### src/pfdrc_pkg.sv
// Shared types and codes for the packet queue with duplicate refusal and range count.
package pfdrc_pkg;

  localparam int unsigned SrcW   = 16;
  localparam int unsigned DstW   = 16;
  localparam int unsigned TsW    = 32;
  localparam int unsigned KindW  = 2;
  localparam int unsigned LimitW = 7;
  localparam int unsigned CountW = 7;
  localparam logic [LimitW-1:0] LimitReset = 7'd64;

  typedef enum logic [KindW-1:0] {
    KIND_ADD     = 2'd0,
    KIND_FORWARD = 2'd1,
    KIND_COUNT   = 2'd2,
    KIND_NONE    = 2'd3
  } kind_t;

  typedef struct packed {
    logic [SrcW-1:0] src;
    logic [DstW-1:0] dst;
    logic [TsW-1:0]  ts;
  } pkt_t;

  typedef struct packed {
    pkt_t           pkt;
    logic [TsW-1:0] lo;
    logic [TsW-1:0] hi;
  } req_t;

  typedef struct packed {
    logic shift;
    logic load;
  } cell_ctrl_t;

endpackage

### src/pfdrc_cell.sv
// One queue slot: holds a packet, shifts toward the head, compares against the request.
module pfdrc_cell (
  input  logic              clk,
  input  logic              rst,
  input  pfdrc_pkg::cell_ctrl_t ctrl,
  input  pfdrc_pkg::req_t   req,
  input  pfdrc_pkg::pkt_t   nb_pkt,
  input  logic              nb_valid,
  output pfdrc_pkg::pkt_t   pkt,
  output logic              valid,
  output logic              dup_hit,
  output logic              cnt_hit
);
  import pfdrc_pkg::*;

  always_ff @(posedge clk) begin
    if (rst) begin
      valid <= 1'b0;
    end else if (ctrl.load) begin
      valid <= 1'b1;
    end else if (ctrl.shift) begin
      valid <= nb_valid;
    end
  end

  always_ff @(posedge clk) begin
    if (ctrl.load) begin
      pkt <= req.pkt;
    end else if (ctrl.shift) begin
      pkt <= nb_pkt;
    end
  end

  // register per-slot hits; the request is stable for the compare cycle
  always_ff @(posedge clk) begin
    dup_hit <= valid && (pkt == req.pkt);
    cnt_hit <= valid && (pkt.dst == req.pkt.dst) &&
               (pkt.ts >= req.lo) && (pkt.ts <= req.hi);
  end

endmodule

### config.mk
export PLATFORM = sky130hd
export DESIGN_NAME = pfdrc_cell
export DESIGN_NICKNAME = d
export VERILOG_FILES = /design/src/pfdrc_pkg.sv /design/src/pfdrc_cell.sv
export SDC_FILE = /design/constraint.sdc
export NUM_CORES = 1
export LEC_CHECK = 0
export CAP_MARGIN = 10
export CELL_PAD_IN_SITES_DETAIL_PLACEMENT = 1
export CELL_PAD_IN_SITES_GLOBAL_PLACEMENT = 2
export CORE_ASPECT_RATIO = 0.5
export CORE_MARGIN = 4
export CORE_UTILIZATION = 40
export DETAILED_ROUTE_END_ITERATION = 8
export DONT_BUFFER_PORTS = 1
export GPL_ROUTABILITY_DRIVEN = 0
export GPL_TIMING_DRIVEN = 0
export PLACE_DENSITY_LB_ADDON = 0.3
export SETUP_SLACK_MARGIN = 0.1
export SYNTH_ARGS = -nofsm -noshare
export SYNTH_HDL_FRONTEND = slang
export SYNTH_SLANG_ARGS = --single-unit
### constraint.sdc
create_clock -name clk -period 6.5 [get_ports clk]
set_clock_uncertainty 0.1 [all_clocks]
set_input_delay 0.975 -clock clk [delete_from_list [all_inputs] [get_ports clk]]
set_output_delay 0.975 -clock clk [all_outputs]
set_load 0.03 [all_outputs]
==> summary.md <==
| Metric | Value |
|---|---|
| Outcome | `finished clean` |
| Worst setup EP type | `flop` |
| Area occupied by multi-input gates | `between 2000 and 3000 µm²` |
| Avg Cell Area, Syn | `approximately 11 µm²` |
| Antenna cells | `0` |
| Fillers | `between 1000 and 1500` |
| Mapped Cells | `445` |
| Setup tns final | `0 ns` |
| Required time worst endpoint | `approximately 6.4 ns` |
| Worst Max-Slew Pin Slew | `approximately 0.84 ns` |
| Register area share after synthesis | `around two fifths` |
| Relative slew slack | `between 40% and 50%` |
| Register area | `between 1500 and 2000 µm²` |
| Post-DP HPWL | `~13 mm` |
| Critical path class | `input port to flop` |
| DP Area | `5320 µm²` |
| H-tree levels | `3` |
| I/O pin cnt | `~260` |
| CP max FO | `55` |
| DP Worst Slack | `about 3.2 ns` |
| Clock transition at path regs | `roughly 0.06 ns` |
| Setup Viol. Count Final | `0` |
| Share of cells above drive strength 1 | `between 10% and 20%` |
| Area Growth Syn to Fin | `10.6%` |
| Syn Nets | `slightly above 700` |
| Slew Limit Fails | `0` |
| Post-synth top area cell | `edfxtp_1` |
| CTS root buf | `clkbuf_16` |
| Leak | `2.41 nW` |
| Die area | `approximately 15000 µm²` |
| Detailed Route Iter0 Violations | `89` |
| Register bit total from synthesis | `67` |
| Post-DR vias/cell | `5.53` |
| Post-CTS Hold Fix Bufs | `0` |
| Post-CTS sizing | `0` |
| Vias in the first global route | `just under 4000` |
| Site Rows | `28` |
| Power Density | `between 200 and 300 nW/µm²` |
| DRC viols | `0` |
| Yosys warning count | `0` |
| Core Region | `around 12000 µm²` |
| Final Non-Filler Cells | `approximately 630` |
| Total power | `approximately 1.4 mW` |
| Routed length per placed instance | `roughly 25 µm` |
| Max Cap Viol | `0` |
| Final setup margin | `~3.6 ns` |
| Postcts setup bufs | `0` |
| First-pass DRT Iterations | `6` |
| IO Port Bufs | `0` |
| Worst hold path type | `input port to flop` |
| Placed insts | `about 610` |
| Final period utilization | `approximately 45%` |
| Initial Utilization | `a little over two fifths` |
| Final Instance Area | `5630 µm²` |
| F_max | `0.346 GHz` |
| First-pass GRT wire length | `~22 mm` |
| Worst ir drop on vdd | `around 0.15 mV` |
| Synth area leaders | `edfxtp_1, ha_1, mux2_2, xor2_1, inv_1` |
| GRT Total Usage | `between 20% and 30%` |
| Mapped cell area | `between 5000 and 6000 µm²` |
| Final hold slack | `0.613 ns` |
| Layout Nets | `between 700 and 800` |
| Most common cell after layout, fill and taps aside | `inv_1` |
| Crit start category | `input port` |
| Synth cell types | `36` |
| CTS sink cnt | `67` |
| Yosys top cell area share | `37.8%` |
| Worst-Skew Late Latency | `0.33 ns` |
| Antenna violations before repair | `1` |
| CTS tree | `done` |
| Largest net degree at the start of global routing | `56` |
| Clock Path Buffers | `2` |
| Via Count | `3469` |
| Post-route minimum period | `around 2.9 ns` |
| CTS buffer count | `9` |
| CP arrival | `2.79 ns` |
| Most frequent cells in the layout | `inv_1, mux2_2, ha_1, edfxtp_1, xor2_1` |
| RSZ-0062 raised after global routing | `false` |
| Die height | `approximately 88 µm` |
| Die extent in x | `about 170 µm` |
| Final design utilization | `a little under half` |
| Global route overflow | `0` |
| Final hold viol count | `0` |
| WL final | `15.4 mm` |
| Antenna viol nets, final | `0` |
## kinds of logic after synthesis
logic type	count (synthesis)	share of synthesized area, %
AOI/OAI and AO/OA	50	7.11
xor gates and xnor gates	64	11.0
buffers and inverters	72	5.31
DFF	67	39.0
and+or+nand+nor	64	7.70
muxes	64	14.2
adders and majority gates	64	15.7
## sequential cells by signal, indices dropped and copies added, names as in the netlist
signal and flops:
pkt 64, valid 1, dup_hit 1, cnt_hit 1
## power by group
part / switching, mW / leakage [nW] / internal, mW
Sequential: 0.149 / 0.677 / 0.531
Combinational: 0.130 / 1.59 / 0.126
Clock: 0.195 / 0.142 / 0.309
## area by class of cell
class	count	share of cell area, %
Buffer	7	0.467
Inverter	65	4.33
Multi-Input combinational cell	306	50.4
Clock buffer	11	4.31
Timing Repair Buffer	1	0.489
Clock inverter	5	1.11
Sequential cell	67	35.2
Tap cell	165	3.67
## final timing paths
kind         startpoint      end  slack [ns]  cells past startpoint
max             ctrl[0]  pkt[57]        3.61                      4
min                 rst    valid        0.61                      1
max reg2reg      pkt[0]  cnt_hit        3.77                      8
min reg2reg       valid  cnt_hit        0.72                      2
## critical path, cell delays in order
cell      delay, ns
clkbuf_1       0.41
clkbuf_1       0.67
or2_4          0.37
buf_16         0.29
## synthesized netlist by cell type, drive strengths merged
cell and number:
ha 64, xnor2 16, o21ai 3, or3 1, nor4 15, nand2 5, inv 65, nand4 18
o21a 1, a221oi 2, or2 1, a21oi 16, and2 1, nor2b 4, a2111oi 5, dfxtp 3
nand2b 1, edfxtp 64, a221o 1, o211ai 2, nand3 9, mux2 64, or4 1, xor2 48
nor2 5, and4 2, a21o 14, a211oi 4, clkbuf 7, o32ai 1, o31ai 1, nor3 1
## routing by layer
metal | track usage (%) | vias to the layer above | wire length, µm
li1 | - | 1653 | -
met1 | 25.3 | 1675 | 6330
met2 | 35.6 | 135 | 7670
met3 | 7.48 | 4 | 1380
met4 | 2.50 | 2 | 37
met5 | 0 | - | 13
No activity file was read; power rests on OpenSTA's default activity.
