===== src/pfdrc_count.sv =====
// Adder tree that counts the set bits of the per-slot hit vector.
module pfdrc_count #(
  parameter int unsigned N = 64
) (
  input  logic [N-1:0]           bits,
  output logic [$clog2(N+1)-1:0] total
);
  localparam int unsigned CW = $clog2(N + 1);
  localparam int unsigned L  = $clog2(N);
  localparam int unsigned P  = 1 << L;

  logic [CW-1:0] sums [0:L][0:P-1];

  for (genvar j = 0; j < P; j++) begin : g_leaf
    if (j < N) begin : g_bit
      assign sums[0][j] = CW'(bits[j]);
    end else begin : g_pad
      assign sums[0][j] = '0;
    end
  end

  for (genvar l = 0; l < L; l++) begin : g_lvl
    for (genvar j = 0; j < P; j++) begin : g_node
      if (j < (P >> (l + 1))) begin : g_add
        assign sums[l+1][j] = sums[l][2*j] + sums[l][2*j+1];
      end else begin : g_zero
        assign sums[l+1][j] = '0;
      end
    end
  end

  assign total = sums[L][0];

endmodule


===== config.mk =====
export PLATFORM = sky130hd
export DESIGN_NAME = pfdrc_count
export DESIGN_NICKNAME = d
export VERILOG_FILES = /design/src/pfdrc_count.sv
export SDC_FILE = /design/constraint.sdc
export NUM_CORES = 1
export LEC_CHECK = 0
export ABC_CLOCK_PERIOD_IN_PS = 8900
export BUFFER_PORTS_ARGS = -buffer_cell sky130_fd_sc_hd__buf_4
export CAP_MARGIN = 0
export CORE_MARGIN = 10
export CORE_UTILIZATION = 56
export DETAILED_ROUTE_END_ITERATION = 10
export PLACE_DENSITY_LB_ADDON = 0.25
export SYNTH_ARGS = -nofsm -noshare
export SYNTH_HDL_FRONTEND = slang
export SYNTH_SLANG_ARGS = --single-unit

===== constraint.sdc =====
create_clock -name vclk -period 8.9
set_input_delay 0.445 -clock vclk [all_inputs]
set_output_delay 0.445 -clock vclk [all_outputs]
set_load 0.005 [all_outputs]

==> results.json, run 1 <==
{
  "cp-start-kind": "input port",
  "design.core.area_mm2": 0.003003,
  "setup_viol": 0,
  "crit_path_top_delay_cell": "fa_1",
  "path_cells": "buf_4 -> fa_1 -> inv_1 -> fa_1 -> inv_1 -> fa_1 -> inv_1 -> fa_1 -> inv_1 -> fa_1 -> inv_1 -> fa_1 -> fa_1 -> fa_1 -> inv_1 -> ha_1 -> fa_1 -> a211o_2 -> a21oi_1 -> o21bai_1 -> buf_4",
  "critPathArrivalTime_ps": 6080,
  "grt_overflow": 0,
  "period_share_pct": 73.34,
  "dp.cells": 276,
  "endpoint_kind": "output pin",
  "drt-wirelength-per-cell_um": 12.11,
  "antenna_found_initial": 0,
  "fin_area_mm2": 0.002303,
  "synthesis.area_mm2": 0.001729,
  "tightest_slew_ps": 331.3,
  "status": "finished, final reports clean",
  "worstHoldPathType": "input port to output pin",
  "drc": 0,
  "required_ps": 8460,
  "drt_pass1_iterations": 2,
  "yosys_warnings": 0,
  "n_clock_buffer": 0,
  "place_area_mm2": 0.002303,
  "drt_wl_total_mm": 3.342,
  "path_class": "input port to output pin",
  "crit_top_cell": "fa_1",
  "gp_routability_congestion": 0.7260,
  "seqCellArea_um2": 0,
  "grt_pass1_wl_mm": 5.506,
  "slew_headroom_pct": 77.86,
  "grt_max_degree": 6,
  "drive_gt1_share_pct": 30.45,
  "syn_nets": 305,
  "syn-instance-count": 172,
  "critical_path.startpoint": "bits[53]",
  "hpwl_mm": 3.361,
  "ios": 71,
  "syn2layout_area_growth_pct": 33.21,
  "crit_family": "adder cells",
  "die_w_um": 75.57,
  "ctsResizeCount": 0,
  "drv_slew": 0,
  "ctsHoldBuffers": 0,
  "finalSetupTns_ps": 0,
  "path_max_fanout": 3,
  "antenna_left": 0,
  "maxCapViolCount": 0,
  "cp_slowest_stage_delay_ps": 530,
  "numSequentialCells": 0,
  "hp-start": "bits[2]",
  "dieArea_mm2": 0.005710,
  "rows": 20,
  "nets": 378,
  "antenna_cells": 0,
  "clock.fmax_mhz": 153.2,
  "ys_seq_area_share_pct": 0,
  "dieHeight_um": 75.57,
  "final-hold-violation-count": 0,
  "avgSynthCellArea_um2": 10.05,
  "port_buffers": 71,
  "start_util_pct": 57.58,
  "synth.distinct_cells": 19,
  "instances_no_fill": 276,
  "num_vias": 1258,
  "grt_use_total_pct": 11.72,
  "drtIter0Drc": 25,
  "grt_pass1_vias": 1425,
  "vias_per_cell": 4.558,
  "rsz0062_at_grt": "no",
  "finalCriticalPeriod_ps": 6527,
  "worst-path-buf-inv": 8,
  "cts_setup_buffers": 0
}
[metrics by stage]
step | hold WS, ps | utilization [%] | setup WS, ps
floorplan | 1009 | - | 2808
global placement | 1181 | 76.71 | 2407
detailed placement | 1197 | 76.71 | 2363
CTS | 1197 | 76.71 | 2342
global route | 1208 | 76.71 | 2104
finish | 1190 | 76.71 | 2373
[cell usage after synthesis, types with 2 or more instances]
cell / instances / share of area [%]
inv_1: 84 / 18
fa_1: 54 / 63
ha_1: 15 / 11
a21oi_1: 3 / 0.87
a211oi_1: 2 / 0.87
[layer usage]
metal  track usage (%)  up-vias  wire [µm]
met2             21.25       49       1721
met4                 0        0          0
met5                 0        -          0
met3             4.688        0        414
li1                  -      612          -
met1             13.46      597       1205
[cell usage in the layout, fill, tap and decap left out, types with 2 or more instances in the layout]
cell      netlist  final
a211oi_1        2      2
a21oi_1         3      3
buf_4           0     71
fa_1           54     54
ha_1           15     15
inv_1          84     84
[layout make-up]
class              instances  area, µm²
inverters                 84      315.3
multi-input cells         88       1414
fillers                  247      699.4
well taps                 33      41.29
repair buffers            71      533.0
[path summary, 6_finish.rpt]
path | to | slack (ps) | cells past startpoint
max | total[6] | 2370 | 21
min | total[0] | 1190 | 3
[kinds of logic (layout without fill, tap and decap cells)]
family | count (synthesis) | after routing | share of synthesized area [%]
buffers and inverters | 84 | 155 | 18.23
adders and majority gates | 69 | 69 | 73.37
and+or+nand+nor | 3 | 3 | 1.158
xor gates and xnor gates | 2 | 2 | 1.013
AOI/OAI and AO/OA | 14 | 14 | 6.223
Power of run 1 is left out: the tool's default activity adds up to more than one toggle a clock period on the data nets, which glitch-free logic cannot reach.
==> run 2: changes to the inputs <==
Settings changed: ABC_CLOCK_PERIOD_IN_PS 8900 to 6800, CORE_UTILIZATION 56 to 52.
Clock period 8.9 ns to 6.8 ns, I/O delays scaled along.
==> results.json, run 2 (synthesis results as in run 1) <==
{
  "path_class": "input port to output pin",
  "nets": 378,
  "grt_overflow": 0,
  "clock.fmax_mhz": 159.3,
  "rows": 20,
  "seqCellArea_um2": 0,
  "start_util_pct": 55.28,
  "drt-wirelength-per-cell_um": 12.01,
  "worst-path-buf-inv": 8,
  "grt_max_degree": 6,
  "dieArea_mm2": 0.006032,
  "dp.cells": 287,
  "drc": 0,
  "grt_use_total_pct": 11.67,
  "rsz0062_at_grt": "no",
  "finalSetupTns_ps": 0,
  "n_clock_buffer": 0,
  "ctsHoldBuffers": 0,
  "cts_setup_buffers": 0,
  "gp_routability_congestion": 0.7411,
  "crit_path_top_delay_cell": "fa_1",
  "drt_wl_total_mm": 3.447,
  "endpoint_kind": "output pin",
  "dieHeight_um": 77.67,
  "die_w_um": 77.67,
  "final-hold-violation-count": 0,
  "setup_viol": 0,
  "num_vias": 1291,
  "critical_path.startpoint": "bits[53]",
  "crit_top_cell": "fa_1",
  "maxCapViolCount": 0,
  "instances_no_fill": 287,
  "fin_ws_ps": 521.8,
  "drive_gt1_share_pct": 30.45,
  "grt_pass1_wl_mm": 6.113,
  "drt_pass1_iterations": 4,
  "worstHoldPathType": "input port to output pin",
  "cp-start-kind": "input port",
  "slew_headroom_pct": 75.93,
  "crit_family": "adder cells",
  "vias_per_cell": 4.498,
  "pre_cts_slack_ps": 514.9,
  "status": "finished, final reports clean",
  "syn2layout_area_growth_pct": 34.01,
  "drtIter0Drc": 20,
  "ctsResizeCount": 0,
  "numSequentialCells": 0,
  "port_buffers": 71,
  "antenna_left": 0,
  "drv_slew": 0,
  "design.core.area_mm2": 0.003128,
  "finalCriticalPeriod_ps": 6278,
  "path_cells": "buf_4 -> fa_1 -> inv_1 -> fa_1 -> inv_1 -> fa_1 -> inv_1 -> fa_1 -> inv_1 -> fa_1 -> inv_1 -> fa_1 -> fa_1 -> fa_1 -> inv_1 -> ha_1 -> fa_1 -> a211o_2 -> a21oi_1 -> o21bai_1 -> buf_4",
  "whs_ps": 975.8,
  "ios": 71,
  "final_common_cell": "inv_1",
  "required_ps": 6460,
  "fill_cells": 240,
  "hp-start": "bits[2]",
  "antenna_cells": 0,
  "antenna_found_initial": 0,
  "critPathArrivalTime_ps": 5940,
  "period_share_pct": 92.33,
  "hpwl_mm": 3.504,
  "tightest_slew_ps": 358.9,
  "grt_pass1_vias": 1516,
  "multi_input_area_mm2": 0.001414,
  "final_cell_mix": "inv_1, buf_4, fa_1",
  "cp_slowest_stage_delay_ps": 530,
  "path_max_fanout": 3
}
run 2: cell counts in the layout (fill, tap and decap cells not counted):
Identical to the previous run, type by type.
run 2: final timing paths:
check	endpoint	slack [ps]	cells after the start
setup / recovery	total[6]	520	21
hold / removal	total[0]	980	3
run 2: tightest hold or removal path: cells and delay by family:
| family | cells | cell delay, ps |
|---|---|---|
| fa+ha+maj | 1 | 120 |
| buf+inv | 2 | 180 |
run 2: area by class of cell:
cell class | instances | area share, %
timing repair buffer | 71 | 23.00
inverter | 84 | 13.61
multi-input combinational | 88 | 61.02
tap | 44 | 2.376
run 2: routing by layer:
| metal | wire, µm | part of all wire [%] | global-route usage (%) | vias to the layer above |
|---|---|---|---|---|
| li1 | - | - | - | 612 |
| met1 | 1314 | 38 | 13.32 | 620 |
| met2 | 1781 | 52 | 21.97 | 55 |
| met3 | 316 | 9.2 | 2.880 | 4 |
| met4 | 35 | 1.0 | 1.095 | 0 |
| met5 | 0 | 0 | 0 | - |
run 2: metrics by stage:
| step | cell area [µm²] | utilization (%) |
|---|---|---|
| 2_1_floorplan | 1729 | - |
| 3_5_place_dp | 2317 | 74.08 |
| 5_1_grt | 2317 | 74.08 |
| 6_report | 2317 | 74.08 |
| 3_3_place_gp | 2317 | 74.08 |
| 4_1_cts | 2317 | 74.08 |
Power of run 2 is left out for the same reason.
